===== src/design/etbrd_pkg.sv =====
package etbrd_pkg;

  localparam int SAMPLE_W   = 16;
  localparam int TIME_W     = 32;
  localparam int THR_W      = 31;
  localparam int TAPS_W     = 7;
  localparam int RATE_W     = 16;
  localparam int CFG_DATA_W = 31;
  localparam int CFG_IDX_W  = 2;
  localparam int SQ_W       = 31;   // square of a 16-bit sample is at most 2^30
  localparam int SPAN_W     = 12;   // spans that reach the rate test are <= 3000 ms
  localparam int Q8_W       = 18;
  localparam int NUM_W      = TAPS_W + Q8_W;
  localparam int PRD_W      = RATE_W + SPAN_W;

  localparam logic [TIME_W-1:0] STALE_SPAN_MS = 32'd3000;
  localparam logic [Q8_W-1:0]   MS_PER_S_Q8   = 18'd256000;

  typedef enum logic [CFG_IDX_W-1:0] {
    REG_THRESHOLD  = 2'd0,
    REG_BURST_TAPS = 2'd1,
    REG_RATE_MIN   = 2'd2,
    REG_RATE_MAX   = 2'd3
  } cfg_reg_t;

  typedef struct packed {
    logic [THR_W-1:0]  energy_threshold;
    logic [TAPS_W-1:0] burst_taps;
    logic [RATE_W-1:0] rate_min;
    logic [RATE_W-1:0] rate_max;
  } cfg_t;

  localparam cfg_t CFG_RESET = '{
    energy_threshold: '0,
    burst_taps:       7'd4,
    rate_min:         16'd0,
    rate_max:         16'hFFFF
  };

  // one closed window handed from the energy stage to the tap stage
  typedef struct packed {
    logic              above;
    logic [TIME_W-1:0] time_ms;
  } win_t;

  function automatic logic [TAPS_W-1:0] eff_taps(input logic [TAPS_W-1:0] m);
    return (m == '0) ? TAPS_W'(1) : m;
  endfunction

endpackage


===== src/design/etbrd_energy.sv =====
module etbrd_energy
  import etbrd_pkg::*;
#(
  parameter int MAX_WINDOW = 4096
) (
  input  logic                       clk,
  input  logic                       rst_n,
  input  logic                       in_valid,
  output logic                       in_ready,
  input  logic signed [SAMPLE_W-1:0] in_sample,
  input  logic                       in_window_end,
  input  logic [TIME_W-1:0]          in_time_ms,
  input  logic [THR_W-1:0]           energy_threshold,
  output logic                       win_valid,
  input  logic                       win_ready,
  output win_t                       win
);

  localparam int CNT_W  = $clog2(MAX_WINDOW + 1);
  localparam int SUM_W  = SQ_W + $clog2(MAX_WINDOW);
  localparam int PROD_W = THR_W + CNT_W;

  logic              v1_r;
  logic [SQ_W-1:0]   sq1_r;
  logic              end1_r;
  logic [TIME_W-1:0] time1_r;
  logic [SUM_W-1:0]  sum_r;
  logic [CNT_W-1:0]  cnt_r;
  logic              v2_r;
  win_t              win_r;

  logic signed [2*SAMPLE_W-1:0] sq_full;
  logic                         counted;
  logic [SUM_W-1:0]             sum_add;
  logic [CNT_W-1:0]             cnt_add;
  logic [PROD_W-1:0]            prod;
  logic                         above;
  logic                         ready2;
  logic                         go1;

  assign sq_full = in_sample * in_sample;

  assign ready2   = !v2_r || win_ready;
  assign go1      = v1_r && (!end1_r || ready2);
  assign in_ready = !v1_r || go1;

  // samples past the window limit are dropped, the closing one included
  assign counted = cnt_r < CNT_W'(MAX_WINDOW);
  assign sum_add = counted ? sum_r + SUM_W'(sq1_r) : sum_r;
  assign cnt_add = counted ? cnt_r + CNT_W'(1) : cnt_r;
  assign prod    = PROD_W'(energy_threshold) * PROD_W'(cnt_add);
  assign above   = PROD_W'(sum_add) > prod;

  always_ff @(posedge clk) begin
    if (!rst_n) begin
      v1_r  <= 1'b0;
      v2_r  <= 1'b0;
      sum_r <= '0;
      cnt_r <= '0;
    end else begin
      if (in_ready) begin
        v1_r <= in_valid;
      end
      if (go1) begin
        if (end1_r) begin
          sum_r <= '0;
          cnt_r <= '0;
        end else begin
          sum_r <= sum_add;
          cnt_r <= cnt_add;
        end
      end
      if (go1 && end1_r) begin
        v2_r <= 1'b1;
      end else if (win_ready) begin
        v2_r <= 1'b0;
      end
    end
  end

  always_ff @(posedge clk) begin
    if (in_valid && in_ready) begin
      sq1_r   <= sq_full[SQ_W-1:0];
      end1_r  <= in_window_end;
      time1_r <= in_time_ms;
    end
    if (go1 && end1_r) begin
      win_r.above   <= above;
      win_r.time_ms <= time1_r;
    end
  end

  assign win_valid = v2_r;
  assign win       = win_r;

endmodule


===== config.mk =====
export PLATFORM = sky130hd
export DESIGN_NAME = etbrd_energy
export DESIGN_NICKNAME = d
export VERILOG_FILES = /design/src/design/etbrd_pkg.sv /design/src/design/etbrd_energy.sv
export SDC_FILE = /design/constraint.sdc
export NUM_CORES = 2
export LEC_CHECK = 0
export BUFFER_PORTS_ARGS = -buffer_cell sky130_fd_sc_hd__buf_4
export CORE_ASPECT_RATIO = 0.6
export CORE_UTILIZATION = 60
export DETAILED_ROUTE_END_ITERATION = 12
export GPL_TIMING_DRIVEN = 0
export PLACE_DENSITY = 0.89
export SKIP_CTS_REPAIR_TIMING = 1
export SLEW_MARGIN = 25
export SYNTH_ARGS = -nofsm -noshare
export SYNTH_HDL_FRONTEND = slang
export SYNTH_SLANG_ARGS = --single-unit

===== constraint.sdc =====
create_clock -name clk -period 13.2 [get_ports clk]
set_clock_uncertainty 0.2 [all_clocks]
set_input_delay 0.66 -clock clk [delete_from_list [all_inputs] [get_ports clk]]
set_output_delay 0.66 -clock clk [all_outputs]
set_load 0.005 [all_outputs]

# Word-level counts from Yosys, hierarchy flattened

Index checks and enable logic that the tools add are counted.

Add/sub/neg operators: 2
Multipliers: 2
Magnitude comparators: 2
Mux-type cells: 6
Reduce and logical (&&, ||, !) cells: 10

Operator list:

| cell                  | number |
|---|---|
| $mux 43               | 2 |
| $gt 43x44->1          | 1 |
| $mul 31x13->44        | 1 |
| $add 43x31->43        | 1 |
| $mul 16x16->31        | 1 |
| $mux 13               | 2 |
| $add 13x1->13 const B | 1 |
| $lt 13x13->1 const B  | 1 |
| $logic_and 1x1->1     | 3 |
| $logic_not 1->1       | 3 |
| $logic_or 1x1->1      | 3 |
| $mux 1                | 2 |
| $reduce_bool 2->1     | 1 |

Register bits after elaboration: 155
Logic and storage cells: 31

# Logic depth before layout (Yosys ltp)

Depth in word-level cells: 6
Mapped depth: 40
Gate-level depth less buffers: 38

# Worst setup path after synthesis

No wires, ideal clock.

Path type: register -> register
From: register cnt_r[12]
To: register win_r (netlist bit win[32]), data pin
Library setup time: 257 ps
Arrival time: 7837 ps
Required time: 12743 ps
Path slack: 4905 ps
Stages on the path, launching flop included: 38
Buffers on the path: 2
Path through: dfxtp_1 > clkbuf_1 > inv_2 > nand4_1 > nor2_1 > nand3_1 > nor2_1 > xor2_1 > clkbuf_1 > nand2_1 > fa_1 > inv_1 > fa_1 > fa_1 > fa_1 > inv_1 > fa_1 > inv_1 > [... 2 more ...] > a21oi_1 > o2111ai_1 > o31ai_1 > o21ai_0 > a21oi_1 > o21ai_0 > nor2_1 > a41oi_1 > xnor2_1 > ha_1 > nor2b_1 > o21ai_0 > nand2_1 > nor3_1 > o21ai_0 > o21bai_1 > o211ai_1 > nor2_1

Longest elaborated chain between the ends: 4
Elaborated cells on any way between the ends: 6

Ends and longest elaborated chain:

| element                                              | line                                   | RTL |
|---|---|---|
| start: declaration                                   | etbrd_energy.sv:28                     | `logic [CNT_W-1:0] cnt_r;` |
| start signal: assignment                             | etbrd_energy.sv:70                     | `cnt_r <= cnt_add;` |
| $add 13x1->13 / $lt 13x13->1 (equally long branches) | etbrd_energy.sv:50, etbrd_energy.sv:48 |  |
| $mux 13                                              | etbrd_energy.sv:50                     | `assign cnt_add = counted ? cnt_r + CNT_W'(1) : cnt_r;` |
| $mul 31x13->44                                       | etbrd_energy.sv:51                     | `assign prod = PROD_W'(energy_threshold) * PROD_W'(cnt_add);` |
| $gt 43x44->1 *                                       | etbrd_energy.sv:52                     | `assign above = PROD_W'(sum_add) > prod;` |
| via above                                            | etbrd_energy.sv:37                     | `logic above;` |
| end: declaration                                     | etbrd_energy.sv:30                     | `win_t win_r;` |

Mark *: on every way through the listed nets, which the timed path passes. The rest lies on a longest branch.
A chain may end at the register's enable or synchronous reset.

# Worst setup path in the final report

Same ends and word-level chain as after synthesis.

==> out/results.tsv <==
metric	value	unit
drt total wl	73200	microns
Slew Viols, Final	0	
Boundary Pins	119	
Die Wd	287	microns
vias in the first global route	23700	
post-synth cell types	68	
Mapped Cells	3212	
grt total ovfl	0	
CTS Buffer Depth	2	
arrival time worst endpoint	11080	ps
HP Class	in -> reg	
P&R area growth vs syn	8.16	%
CP max FO	10	
status	complete, no violations	
dpl ws	2690	ps
mapped cell area	29300	sq um
crit share post-route	84.1	%
PD cells	182	nW/um^2
Reg-to-Reg Start	cnt_r[12]	
Final HPWL DP	61700	microns
clock sink total	154	
EDFF count, synth	96	
post-layout instance area	31700	sq um
via count	23000	
First DRT Iteration DRCs	2592	
Crit path top cell by count	fa_1	
share of cells above drive strength 1	5.44	%
final setup fails	0	
setup_tns	0	ps
hold path startpoint	in_window_end	
WL per Instance	18.3	microns
Hold Vio Cnt, Final	0	
DR WL met3	10100	microns
met2 wire length	31000	microns
fill count	3606	
Die Ht	173	microns
Crit. Startpoint	cnt_r[12]	
largest net degree at the start of global routing	30	
IR Drop Worst-Case VDD	0.000419	V
Final WS setup	2100	ps
ANT nets after route	0	
Post-Route M1 WL	30500	microns
first-pass GRT wire length	121000	microns
Max H-tree Level	4	
Initial Util	61.1	%
1st-pass router iterations	6	
Core Area	48000	sq um
Syn Area/Cell	9.13	sq um
syn_nets	4095	
Post-layout nets	4234	
detailed-route DRC error count	0	
root buf cell	clkbuf_16	
Max Cap Viol	0	
Post-synth ARST share	0	%
Placed Cells	3972	
relative slew slack	31.8	%
antenna violations before repair	2	
clock period minus final worst setup slack	11100	ps
TritonCTS clock tree	built	
post-synthesis sequential area ratio	13.8	%
crit start category	flip-flop	
CTS clk-pin slew, worst paths	70	ps
most frequently used flop master after synthesis	edfxtp_1	
CP Capture Type	flip-flop	
Worst path slowest cell	xor2_1	
Clock Latency Late Sink	440	ps
Ys Warns	0	
Rows	62	
CTS buffer count	17	
port bufs	116	
slowest stage delay, CP	680	ps
Post-DP Area	31100	sq um
area of the die	49800	sq um
worst slew pin tran	1020	ps
Worst Path Required	13190	ps
vias per inst	5.75	
RePlAce Congestion	1.02	
Yosys reg bits	154	
Non-Filler Instances	4005	
critical setup path kind	reg -> reg	
GRT Overall Usage	30.9	%
Leakage	15.5	nW
RSZ-0062 raised after global routing	no	
uppermost routed layer	met4	
fmax	0.0901	GHz
==> cell usage after synthesis, drive strengths merged, types with 3 or more instances <==
| master | number | share of area, % |
|---|---|---|
| nor3 | 14 | 0.24 |
| nand3 | 38 | 0.69 |
| a21oi | 116 | 2.0 |
| nand2 | 458 | 5.9 |
| a22o | 10 | 0.30 |
| o21bai | 16 | 0.41 |
| o31ai | 8 | 0.20 |
| o2111ai | 4 | 0.12 |
| o21ai | 76 | 1.3 |
| mux2 | 7 | 0.27 |
| a41oi | 5 | 0.15 |
| a2111oi | 3 | 0.11 |
| xor2 | 46 | 1.4 |
| or2 | 7 | 0.15 |
| a221oi | 4 | 0.18 |
| o211ai | 11 | 0.28 |
| clkbuf | 123 | 1.6 |
| and3 | 16 | 0.34 |
| ha | 247 | 11 |
| fa | 552 | 38 |
| a21o | 65 | 1.7 |
| nand4 | 19 | 0.41 |
| nand2b | 23 | 0.49 |
| o311ai | 3 | 0.090 |
| or3 | 7 | 0.15 |
| nor4 | 5 | 0.11 |
| inv | 674 | 8.6 |
| and2 | 182 | 3.9 |
| xnor2 | 74 | 2.2 |
| a211o | 5 | 0.15 |
| a22oi | 27 | 0.69 |
| o21a | 18 | 0.46 |
| nor2b | 16 | 0.34 |
| a31oi | 18 | 0.43 |
| dfxtp | 58 | 4.0 |
| edfxtp | 96 | 9.8 |
| a311oi | 3 | 0.090 |
| or4 | 3 | 0.077 |
| a21boi | 3 | 0.077 |
| a211oi | 9 | 0.23 |
| nor2 | 118 | 1.5 |
| o31a | 3 | 0.090 |
==> kinds of logic (layout without fill, tap and decap cells) <==
logic type / Yosys count / in the layout / share of synthesized area [%]
compound gates: 421 / 421 / 9.46
xor+xnor: 120 / 120 / 3.58
fa+ha+maj: 799 / 799 / 48.2
buf+inv: 800 / 952 / 10.2
flops: 154 / 154 / 13.8
mux: 9 / 9 / 0.337
other cells: 0 / 1 / 0
simple gates: 909 / 909 / 14.4
==> critical path, delay by kind of cell (launching register included) <==
family | cells | cell delay [ps]
AOI/OAI and AO/OA | 10 | 2760
xor gates and xnor gates | 1 | 680
adders and majority gates | 7 | 3280
buffers and inverters | 6 | 1320
DFF | 1 | 300
and+or+nand+nor | 11 | 2270
==> path summary, 6_finish.rpt <==
| check | slack (ps) | cells past startpoint | endpoint |
|---|---|---|---|
| hold reg to reg | 220 | 0 | win[30] |
| hold / removal | 190 | 1 | end1_r |
| setup / recovery | 2100 | 35 | win[32] |
| setup reg to reg | 2100 | 35 | win[32] |
==> placed cells by master, fill, tap and decap left out, types with 96 or more instances in the layout <==
master	n
nor2_1	116
nand2_1	458
buf_4	116
edfxtp_1	96
inv_1	671
a21oi_1	116
ha_1	247
fa_1	552
clkbuf_1	122
and2_1	182
==> sequential cells by signal, summed over array words and instances, names as in the netlist <==
name       cells
cnt_r         13
end1_r         1
sq1_r         30
sum_r         43
time1_r       32
v1_r           1
win           33
win_valid      1
==> through the flow <==
| stage | hold WS, ps | util (%) | power, mW |
|---|---|---|---|
| after floorplan | 200 | - | 4.25 |
| after detailed placement | 205 | 64.8 | 5.20 |
| after global routing | 179 | 66.1 | 6.37 |
| after CTS | 179 | 66.0 | 5.72 |
| final | 189 | 66.1 | 5.77 |
| after global placement | 201 | 64.6 | 4.94 |
==> layer usage <==
layer | vias to the layer above | global-route usage, %
li1 | 10300 | -
met1 | 11300 | 45.2
met2 | 1294 | 44.8
met3 | 158 | 9.83
met4 | 0 | 7.18
met5 | - | 0
==> report_power, final <==
part,internal [mW],switching [mW]
Sequential,0.793,0.0268
Clock,0.272,0.234
Combinational,1.92,2.52
==> layout make-up <==
cell class | instances | area, sq um | area share [%]
Sequential cell | 154 | 4040 | 12.7
Clock buffer | 17 | 425 | 1.34
Tap cell | 640 | 801 | 2.52
Inverter | 675 | 2530 | 7.99
Clock inverter | 15 | 176 | 0.556
Multi-Input combinational cell | 2258 | 22300 | 70.3
Timing Repair Buffer | 120 | 961 | 3.03
Antenna cell | 1 | 2.50 | 0.00789
Buffer | 125 | 472 | 1.49
(Power assumes the default switching activity.)
