### src/design/etbrd_pkg.sv
package etbrd_pkg;

  localparam int SAMPLE_W   = 16;
  localparam int TIME_W     = 32;
  localparam int THR_W      = 31;
  localparam int TAPS_W     = 7;
  localparam int RATE_W     = 16;
  localparam int CFG_DATA_W = 31;
  localparam int CFG_IDX_W  = 2;
  localparam int SQ_W       = 31;   // square of a 16-bit sample is at most 2^30
  localparam int SPAN_W     = 12;   // spans that reach the rate test are <= 3000 ms
  localparam int Q8_W       = 18;
  localparam int NUM_W      = TAPS_W + Q8_W;
  localparam int PRD_W      = RATE_W + SPAN_W;

  localparam logic [TIME_W-1:0] STALE_SPAN_MS = 32'd3000;
  localparam logic [Q8_W-1:0]   MS_PER_S_Q8   = 18'd256000;

  typedef enum logic [CFG_IDX_W-1:0] {
    REG_THRESHOLD  = 2'd0,
    REG_BURST_TAPS = 2'd1,
    REG_RATE_MIN   = 2'd2,
    REG_RATE_MAX   = 2'd3
  } cfg_reg_t;

  typedef struct packed {
    logic [THR_W-1:0]  energy_threshold;
    logic [TAPS_W-1:0] burst_taps;
    logic [RATE_W-1:0] rate_min;
    logic [RATE_W-1:0] rate_max;
  } cfg_t;

  localparam cfg_t CFG_RESET = '{
    energy_threshold: '0,
    burst_taps:       7'd4,
    rate_min:         16'd0,
    rate_max:         16'hFFFF
  };

  // one closed window handed from the energy stage to the tap stage
  typedef struct packed {
    logic              above;
    logic [TIME_W-1:0] time_ms;
  } win_t;

  function automatic logic [TAPS_W-1:0] eff_taps(input logic [TAPS_W-1:0] m);
    return (m == '0) ? TAPS_W'(1) : m;
  endfunction

endpackage

### src/design/etbrd_burst.sv
module etbrd_burst
  import etbrd_pkg::*;
#(
  parameter int RING_DEPTH = 64
) (
  input  logic              clk,
  input  logic              rst_n,
  input  logic              win_valid,
  output logic              win_ready,
  input  win_t              win,
  input  cfg_t              cfg,
  input  logic [TAPS_W-1:0] burst_taps_nxt,
  output logic              out_valid,
  input  logic              out_ready,
  output logic              out_match,
  output logic              out_tap,
  output logic              out_above
);

  localparam int PTR_W = (RING_DEPTH > 1) ? $clog2(RING_DEPTH) : 1;
  localparam int TOT_W = $clog2(RING_DEPTH + 1);
  localparam int XW    = (PTR_W + 2 > 8) ? PTR_W + 2 : 8;
  localparam int CW    = (TOT_W > TAPS_W) ? TOT_W : TAPS_W;

  function automatic logic [PTR_W-1:0] ptr_inc(input logic [PTR_W-1:0] p);
    return (p == PTR_W'(RING_DEPTH - 1)) ? '0 : p + PTR_W'(1);
  endfunction

  // slot that lies e entries behind p, with e clamped to the ring depth
  function automatic logic [PTR_W-1:0] ring_back(input logic [PTR_W-1:0] p,
                                                 input logic [TAPS_W-1:0] e);
    logic [XW-1:0] ea;
    logic [XW-1:0] s;
    ea = (XW'(e) > XW'(RING_DEPTH)) ? XW'(RING_DEPTH) : XW'(e);
    s  = XW'(p) + XW'(RING_DEPTH) - ea;
    if (s >= XW'(RING_DEPTH)) begin
      s = s - XW'(RING_DEPTH);
    end
    return s[PTR_W-1:0];
  endfunction

  logic [TIME_W-1:0] ring_mem [RING_DEPTH];

  logic [PTR_W-1:0]  wp_r;
  logic [TOT_W-1:0]  tot_r;
  logic              prev_r;
  logic [TIME_W-1:0] last_r;
  logic [TIME_W-1:0] rd_a_r;
  logic [TIME_W-1:0] rd_b_r;
  logic              out_valid_r;
  logic              match_r;
  logic              tap_r;
  logic              above_r;

  logic              go;
  logic              tap_hit;
  logic [TAPS_W-1:0] e;
  logic [TAPS_W-1:0] e_pf;
  logic [PTR_W-1:0]  wp_new;
  logic [PTR_W-1:0]  wp_nxt;
  logic [TOT_W-1:0]  tot_new;
  logic              enough;
  logic [TIME_W-1:0] old_t;
  logic [TIME_W-1:0] new_t;
  logic [TIME_W-1:0] span;
  logic              span_zero;
  logic              stale;
  logic [NUM_W-1:0]  num;
  logic [PRD_W-1:0]  lo_prod;
  logic [PRD_W-1:0]  hi_prod;
  logic              match;
  logic              we;
  logic [PTR_W-1:0]  addr_a;
  logic [PTR_W-1:0]  addr_b;

  assign win_ready = !out_valid_r || out_ready;
  assign go        = win_valid && win_ready;

  assign tap_hit = win.above && !prev_r;
  assign e       = eff_taps(cfg.burst_taps);
  assign wp_new  = tap_hit ? ptr_inc(wp_r) : wp_r;
  assign tot_new = (tap_hit && tot_r < TOT_W'(RING_DEPTH)) ? tot_r + TOT_W'(1) : tot_r;
  assign enough  = CW'(tot_new) >= CW'(e);

  // the prefetched slot already sits at the right distance from the new pointer
  assign old_t = tap_hit ? rd_b_r : rd_a_r;
  assign new_t = tap_hit ? win.time_ms : last_r;
  assign span  = new_t - old_t;

  // a single-tap burst compares the newest tap with itself
  assign span_zero = (span == '0) || (e == TAPS_W'(1));
  assign stale     = enough && !span_zero && (span > STALE_SPAN_MS);

  assign num     = NUM_W'(e - TAPS_W'(1)) * NUM_W'(MS_PER_S_Q8);
  assign lo_prod = PRD_W'(cfg.rate_min) * PRD_W'(span[SPAN_W-1:0]);
  assign hi_prod = PRD_W'(cfg.rate_max) * PRD_W'(span[SPAN_W-1:0]);
  assign match   = enough && !span_zero && !stale &&
                   (PRD_W'(num) >= lo_prod) && (PRD_W'(num) <= hi_prod);

  assign we     = go && tap_hit;
  assign wp_nxt = go ? (stale ? '0 : wp_new) : wp_r;
  assign e_pf   = eff_taps(burst_taps_nxt);
  assign addr_a = ring_back(wp_nxt, e_pf);
  assign addr_b = ring_back(ptr_inc(wp_nxt), e_pf);

  always_ff @(posedge clk) begin
    if (!rst_n) begin
      wp_r        <= '0;
      tot_r       <= '0;
      prev_r      <= 1'b0;
      out_valid_r <= 1'b0;
    end else begin
      if (win_ready) begin
        out_valid_r <= win_valid;
      end
      if (go) begin
        wp_r   <= wp_nxt;
        tot_r  <= stale ? '0 : tot_new;
        prev_r <= stale ? 1'b0 : win.above;
      end
    end
  end

  always_ff @(posedge clk) begin
    if (go) begin
      match_r <= match;
      tap_r   <= tap_hit;
      above_r <= win.above;
    end
    if (we) begin
      last_r <= win.time_ms;
    end
  end

  // ring: one write port, two prefetch reads with write-through
  always_ff @(posedge clk) begin
    if (we) begin
      ring_mem[wp_r] <= win.time_ms;
    end
    rd_a_r <= (we && addr_a == wp_r) ? win.time_ms : ring_mem[addr_a];
    rd_b_r <= (we && addr_b == wp_r) ? win.time_ms : ring_mem[addr_b];
  end

  assign out_valid = out_valid_r;
  assign out_match = match_r;
  assign out_tap   = tap_r;
  assign out_above = above_r;

  a_stale_clears: assert property (@(posedge clk) disable iff (!rst_n)
    go && stale |=> tot_r == '0 && wp_r == '0 && !prev_r)
    else $error("stale burst did not clear tap state");

  a_tap_records: assert property (@(posedge clk) disable iff (!rst_n)
    go && tap_hit |=> last_r == $past(win.time_ms))
    else $error("newest tap time not recorded");

  a_pointer_holds: assert property (@(posedge clk) disable iff (!rst_n)
    go && !tap_hit && !stale |=> wp_r == $past(wp_r) && tot_r == $past(tot_r))
    else $error("ring pointer moved without a tap");

  a_tap_above: assert property (@(posedge clk) disable iff (!rst_n)
    out_valid_r && out_tap |-> out_above)
    else $error("tap reported on a window below threshold");

endmodule
### config.mk
export PLATFORM = sky130hd
export DESIGN_NAME = etbrd_burst
export DESIGN_NICKNAME = d
export VERILOG_FILES = /design/src/design/etbrd_pkg.sv /design/src/design/etbrd_burst.sv
export SDC_FILE = /design/constraint.sdc
export NUM_CORES = 2
export LEC_CHECK = 0
export ABC_AREA = 1
export BUFFER_PORTS_ARGS = -buffer_cell sky130_fd_sc_hd__buf_2
export CORE_MARGIN = 5
export CORE_UTILIZATION = 35
export DETAILED_ROUTE_END_ITERATION = 6
export REMOVE_ABC_BUFFERS = 1
export SLEW_MARGIN = 20
export SYNTH_ARGS = -nofsm -noshare
export SYNTH_HDL_FRONTEND = slang
export SYNTH_SLANG_ARGS = --single-unit
### constraint.sdc
create_clock -name clk -period 12.87 [get_ports clk]
set_input_delay 1.287 -clock clk [delete_from_list [all_inputs] [get_ports clk]]
set_output_delay 1.287 -clock clk [all_outputs]
set_load 0.01 [all_outputs]
## Word level (Yosys, flattened, before mapping)

Memory sizes are Yosys's and may differ from the RTL's. A register that Yosys moved wholly into a read port is not among the register bits.
Cells that the tools add are included.

| word-level totals | value |
|---|---|
| word-level logic and storage cells | 69 |
| input bits | 114 |
| bits in writable memories | 2048 |
| memories kept | 1 |
| bits in registers | 50 |
| output and inout bits | 5 |

Memory list:

| name | depth | width | rd ports | clocked after memory_dff | write ports | RTL line | RTL |
|---|---|---|---|---|---|---|---|
| ring_mem | 64 | 32 | 2 | 2 | 1 | etbrd_burst.sv:42 | `logic [TIME_W-1:0] ring_mem [RING_DEPTH];` |

| operators by class | value |
|---|---|
| eq/ne operators | 3 |
| reductions and logical operators | 18 |
| add/sub/neg operators | 11 |
| $mul | 3 |
| order comparisons | 8 |
| multiplexer cells | 17 |

Operator list:

| cell | count |
|---|---|
| $mux W32 | 2 |
| $mul A16 B12 Y28 | 2 |
| $mux W6 | 7 |
| $mux W7 | 5 |
| $gt A32 B12 Y1 const B | 1 |
| $logic_not A32 Y1 | 1 |
| $sub A32 B32 Y32 | 1 |
| $ge A25 B28 Y1 | 1 |
| $le A25 B28 Y1 | 1 |
| $mul A25 B7 Y14 const B | 1 |
| $add A6 B7 Y8 const B | 2 |
| $ge A8 B7 Y1 const B | 2 |
| $sub A8 B7 Y8 | 2 |
| $logic_not A7 Y1 | 2 |
| $add A6 B1 Y6 const B | 2 |
| $eq A6 B6 Y1 const B | 2 |
| $sub A6 B1 Y6 const B | 2 |
| $logic_and A1 B1 Y1 | 9 |
| $sub A7 B1 Y8 const B | 1 |
| $add A7 B1 Y7 const B | 1 |
| $eq A7 B1 Y1 const B | 1 |
| $ge A7 B7 Y1 | 1 |
| $gt A7 B7 Y1 const B | 1 |
| $lt A7 B7 Y1 const B | 1 |
| other kinds (3) | 9 |

## Logic depth before layout (Yosys ltp)

| depth | value |
|---|---|
| word-level depth | 17 |
| depth in mapped cells | 63 |
| mapped depth without buffers | 56 |

## Least setup slack after synthesis

No wires, ideal clock.

| timing | value |
|---|---|
| path kind | in2reg |
| start | input win[32] (netlist bit) |
| end | register match_r, in the netlist out_match (data pin) |
| required time | 12.610 ns |
| buffers on the path | 5 |
| setup time | 0.260 ns |
| stages | 49 |
| setup slack | 3.033 ns |
| data arrival time | 9.576 ns |
| cells stage by stage | inv_1 nor2_1 clkbuf_1 clkbuf_1 clkbuf_1 mux2i_1 ha_1 inv_1 fa_1 nand2_1 nand2_1 o21ai_2 o21ai_4 or2_2 nand2_1 clkbuf_1 clkbuf_1 nor2_1 (+13 left out) nand2_1 nand3_1 nand2_1 a21o_1 a21oi_1 o21ai_0 nand2_1 nand2_1 xnor2_1 ha_1 nand2_1 nor2_1 a211oi_1 nand2_1 a21oi_1 nor3_1 nand4_1 nor3_1 |

| on the way | value |
|---|---|
| word-level cells in the longest chain between the ends | 12 |
| elaborated cells on any way between the ends | 21 |
| those cells by class | add/sub: 1; mul: 2; order compare: 4; mux: 3; reduce/logical: 11 |

Ends and longest elaborated chain:

| item | RTL line | RTL |
|---|---|---|
| start: declaration | etbrd_burst.sv:10 | `input win_t win,` |
| $logic_and A1 B1 Y1 * | etbrd_burst.sv:79 | `assign tap_hit = win.above && !prev_r;` |
| branches (longest 10 deep; another with $sub A32 B32 Y32) | - |  |
| $logic_and A1 B1 Y1 * | etbrd_burst.sv:98 | `(PRD_W'(num) >= lo_prod) && (PRD_W'(num) <= hi_prod);` |
| via match | etbrd_burst.sv:71 | `logic match;` |
| end signal: assignment | etbrd_burst.sv:126 | `match_r <= match;` |
| end: declaration | etbrd_burst.sv:51 | `logic match_r;` |

Mark *: on every way through the listed nets, which the timed path passes.
A chain may end at the register's enable or synchronous reset.

==> flow_summary.yaml <==
detailed_routing:
  drc: 0
  drt-initial-drc-count: 16200
  dr.pass1.iters: 6
  vias: 101000
  wl_per_cell_um: 27.4
  vias_per_cell: 6.11
  routed_wl_um: 454000
  ant_nets: 0
worst_setup_path:
  endpoint: "out_match"
  r2r_slack_ps: 720
  arrival_ps: 12800
  worst-path-buf-inv: 7
  ff2ff_path_depth: 45
  slowest_stage: "dfxtp_4"
  crit_fanout: 65
  cp_num_cells: 45
  slowest_delay_ps: 830
  worstPathRequired_ps: 13510
  crit_family: "compound AO/OA/AOI/OAI gates"
  startpoint_type: "flip-flop"
  critPathKind: "reg -> reg"
  reg2reg_to: "out_match"
  endpoint_kind: "flip-flop"
sta:
  period_share_pct: 94.4
  hold_viol: 0
  slew_viol_final: 0
  skew_ps: 43.7
  finalHoldWorstSlack_ps: 500
  max_freq_mhz: 82.3
  rsz0062_at_grt: "no"
  min_period_ps: 12150
  tightest_slew_ps: 1250
  slew_headroom_pct: 16.2
  finalSetupViolations: 0
yosys:
  seq_area_frac_synth_pct: 54.1
  synth_cells: 12300
  ys_top_cells_by_count: "2873 x nor2_1, 2561 x o21ai_0, 2083 x edfxtp_1"
  synth-async-reset-ratio_pct: 0
  netlist_area_um2: 117000
  ys_ff_latch: 2110
  ys_types: 60
  ys.flop_type: "edfxtp_1"
  synth.most_common_cell: "nor2_1"
  syn_area_per_cell_um2: 9.51
  synth.top_cell.area_share_pct: 53.6
  synth_edf_count: 2083
  synth_top_area_cell: "edfxtp_1"
  yosys_warnings: 0
  netlist_top_cells_area: "edfxtp_1 54%, o21ai_0 11%, nor2_1 9.2%, o22ai_1 6.1%, fa_1 5.3%"
cts:
  postCtsHoldBufs: 0
  cts_tree: "built"
  clk_path_buf_depth: 3
  clk_pin_slew_worst_paths_ps: 60
  cts_buffers: 220
  root_buffer: "clkbuf_16"
  cts.sinks: 2110
  htree_levels: 4
  ctsResizeCount: 0
  post_cts_buffers: 0
  clk-insertion-delay-late_ps: 910
min_path:
  hp-class: "reg -> reg"
  min_delay_path_depth: 2
  hold_start: "tot_r[5]"
place:
  gp_congestion: 0.919
  io_buffers: 87
  dp_hpwl_um: 263000
finish:
  area.growth.synth_to_final_pct: 11.3
  drive_above_1_share_pct: 7.14
  nets: 12600
grt:
  antenna_found_initial: 19
  track_usage_pct: 25.1
  grt_pass1_vias: 94600
  grt_overflow: 0
  grt_start_max_net_pins: 161
  grt_pass1_wl_um: 650000
run_status:
  status: "complete, no violations"
die:
  die_h_um: 587
  pin_count: 119
  dieArea_um2: 345000
  coreArea_um2: 333000
  row_count: 212
  start_util_pct: 35.1
  die_w_um: 587
flow_run:
  cap_violations: 0
area by class of cell:
type                       instances  area, um2
antenna                           15       37.5
clock buffer                     278       5800
clock inverter                   127       1290
fill                           32300     203000
inverter                         553       2140
multi-input combinational       8654      48300
sequential                      2110      63100
tap                             4387       5490
timing repair buffer             426       3680
layer usage:
metal  routed length (um)  up-vias  GRT usage (%)  share of wire [%]
met5                  125        -          0.315              0.028
met4                27500       12           14.0                6.1
met3                58300     1418           6.18                 13
met2               197000     7218           38.0                 43
met1               171000    49200           33.1                 38
li1                     -    43200              -                  -
metrics by stage:
step / utilization (%) / area, um2 / cells / worst slack [ps] / TNS, ps
after CTS: 39.0 / 130000 / 16500 / 928 / 0
after global placement: 36.8 / 123000 / 16100 / 948 / 0
after global routing: 39.0 / 130000 / 16500 / 163 / 0
after floorplan: - / 113000 / 11300 / -44520 / -1095020
final: 39.0 / 130000 / 16600 / 717 / 0
after detailed placement: 36.9 / 123000 / 16100 / 956 / 0
worst min-delay path by stage:
| stage | to |
|---|---|
| 4_1_cts | tot_r[5] |
| 3_5_place_dp | tot_r[5] |
| 5_1_grt | tot_r[2] |
| 3_3_place_gp | tot_r[5] |
| 2_1_floorplan | prev_r |
| 6_report | tot_r[5] |
sequential cells by signal, summed over array words and instances (netlist names), named ones only:
| signal | cells |
|---|---|
| out_tap | 1 |
| out_match | 1 |
| wp_r | 6 |
| out_valid | 1 |
| out_above | 1 |
| ring_mem | 2048 |
| prev_r | 1 |
| last_r | 32 |
| tot_r | 7 |
worst reg2reg max path: cells and delay by family, from the launching register on:
family | cells | cell delay (ps)
compound gates | 17 | 3580
simple gates | 11 | 1610
xor+xnor | 2 | 850
buf+inv | 7 | 1680
fa+ha+maj | 8 | 3350
flops | 1 | 830
cell usage in the layout, fill, tap and decap left out, types with 240 or more instances in the layout:
cell and n:
o21ai_0 2560, fa_1 307, nand3_1 249, nand2_1 748, nor2_1 2807, buf_4 284
ha_1 240, inv_1 532, edfxtp_1 2083, o22ai_1 1129
cells by family (layout without fill, tap and decap cells):
kind of cell,count (synthesis),after routing,synth area share [%]
compound gates,4046,4046,19.2
xor+xnor,92,92,0.697
fa+ha+maj,547,547,7.84
buf+inv,1522,1384,5.00
flops,2110,2110,54.1
mux,1,1,0.00858
other cells,1,23,0.00321
simple gates,3960,3960,13.2
Power is not shown: default switching activity piles up to over one toggle a cycle in this logic, so the estimate is an artifact.
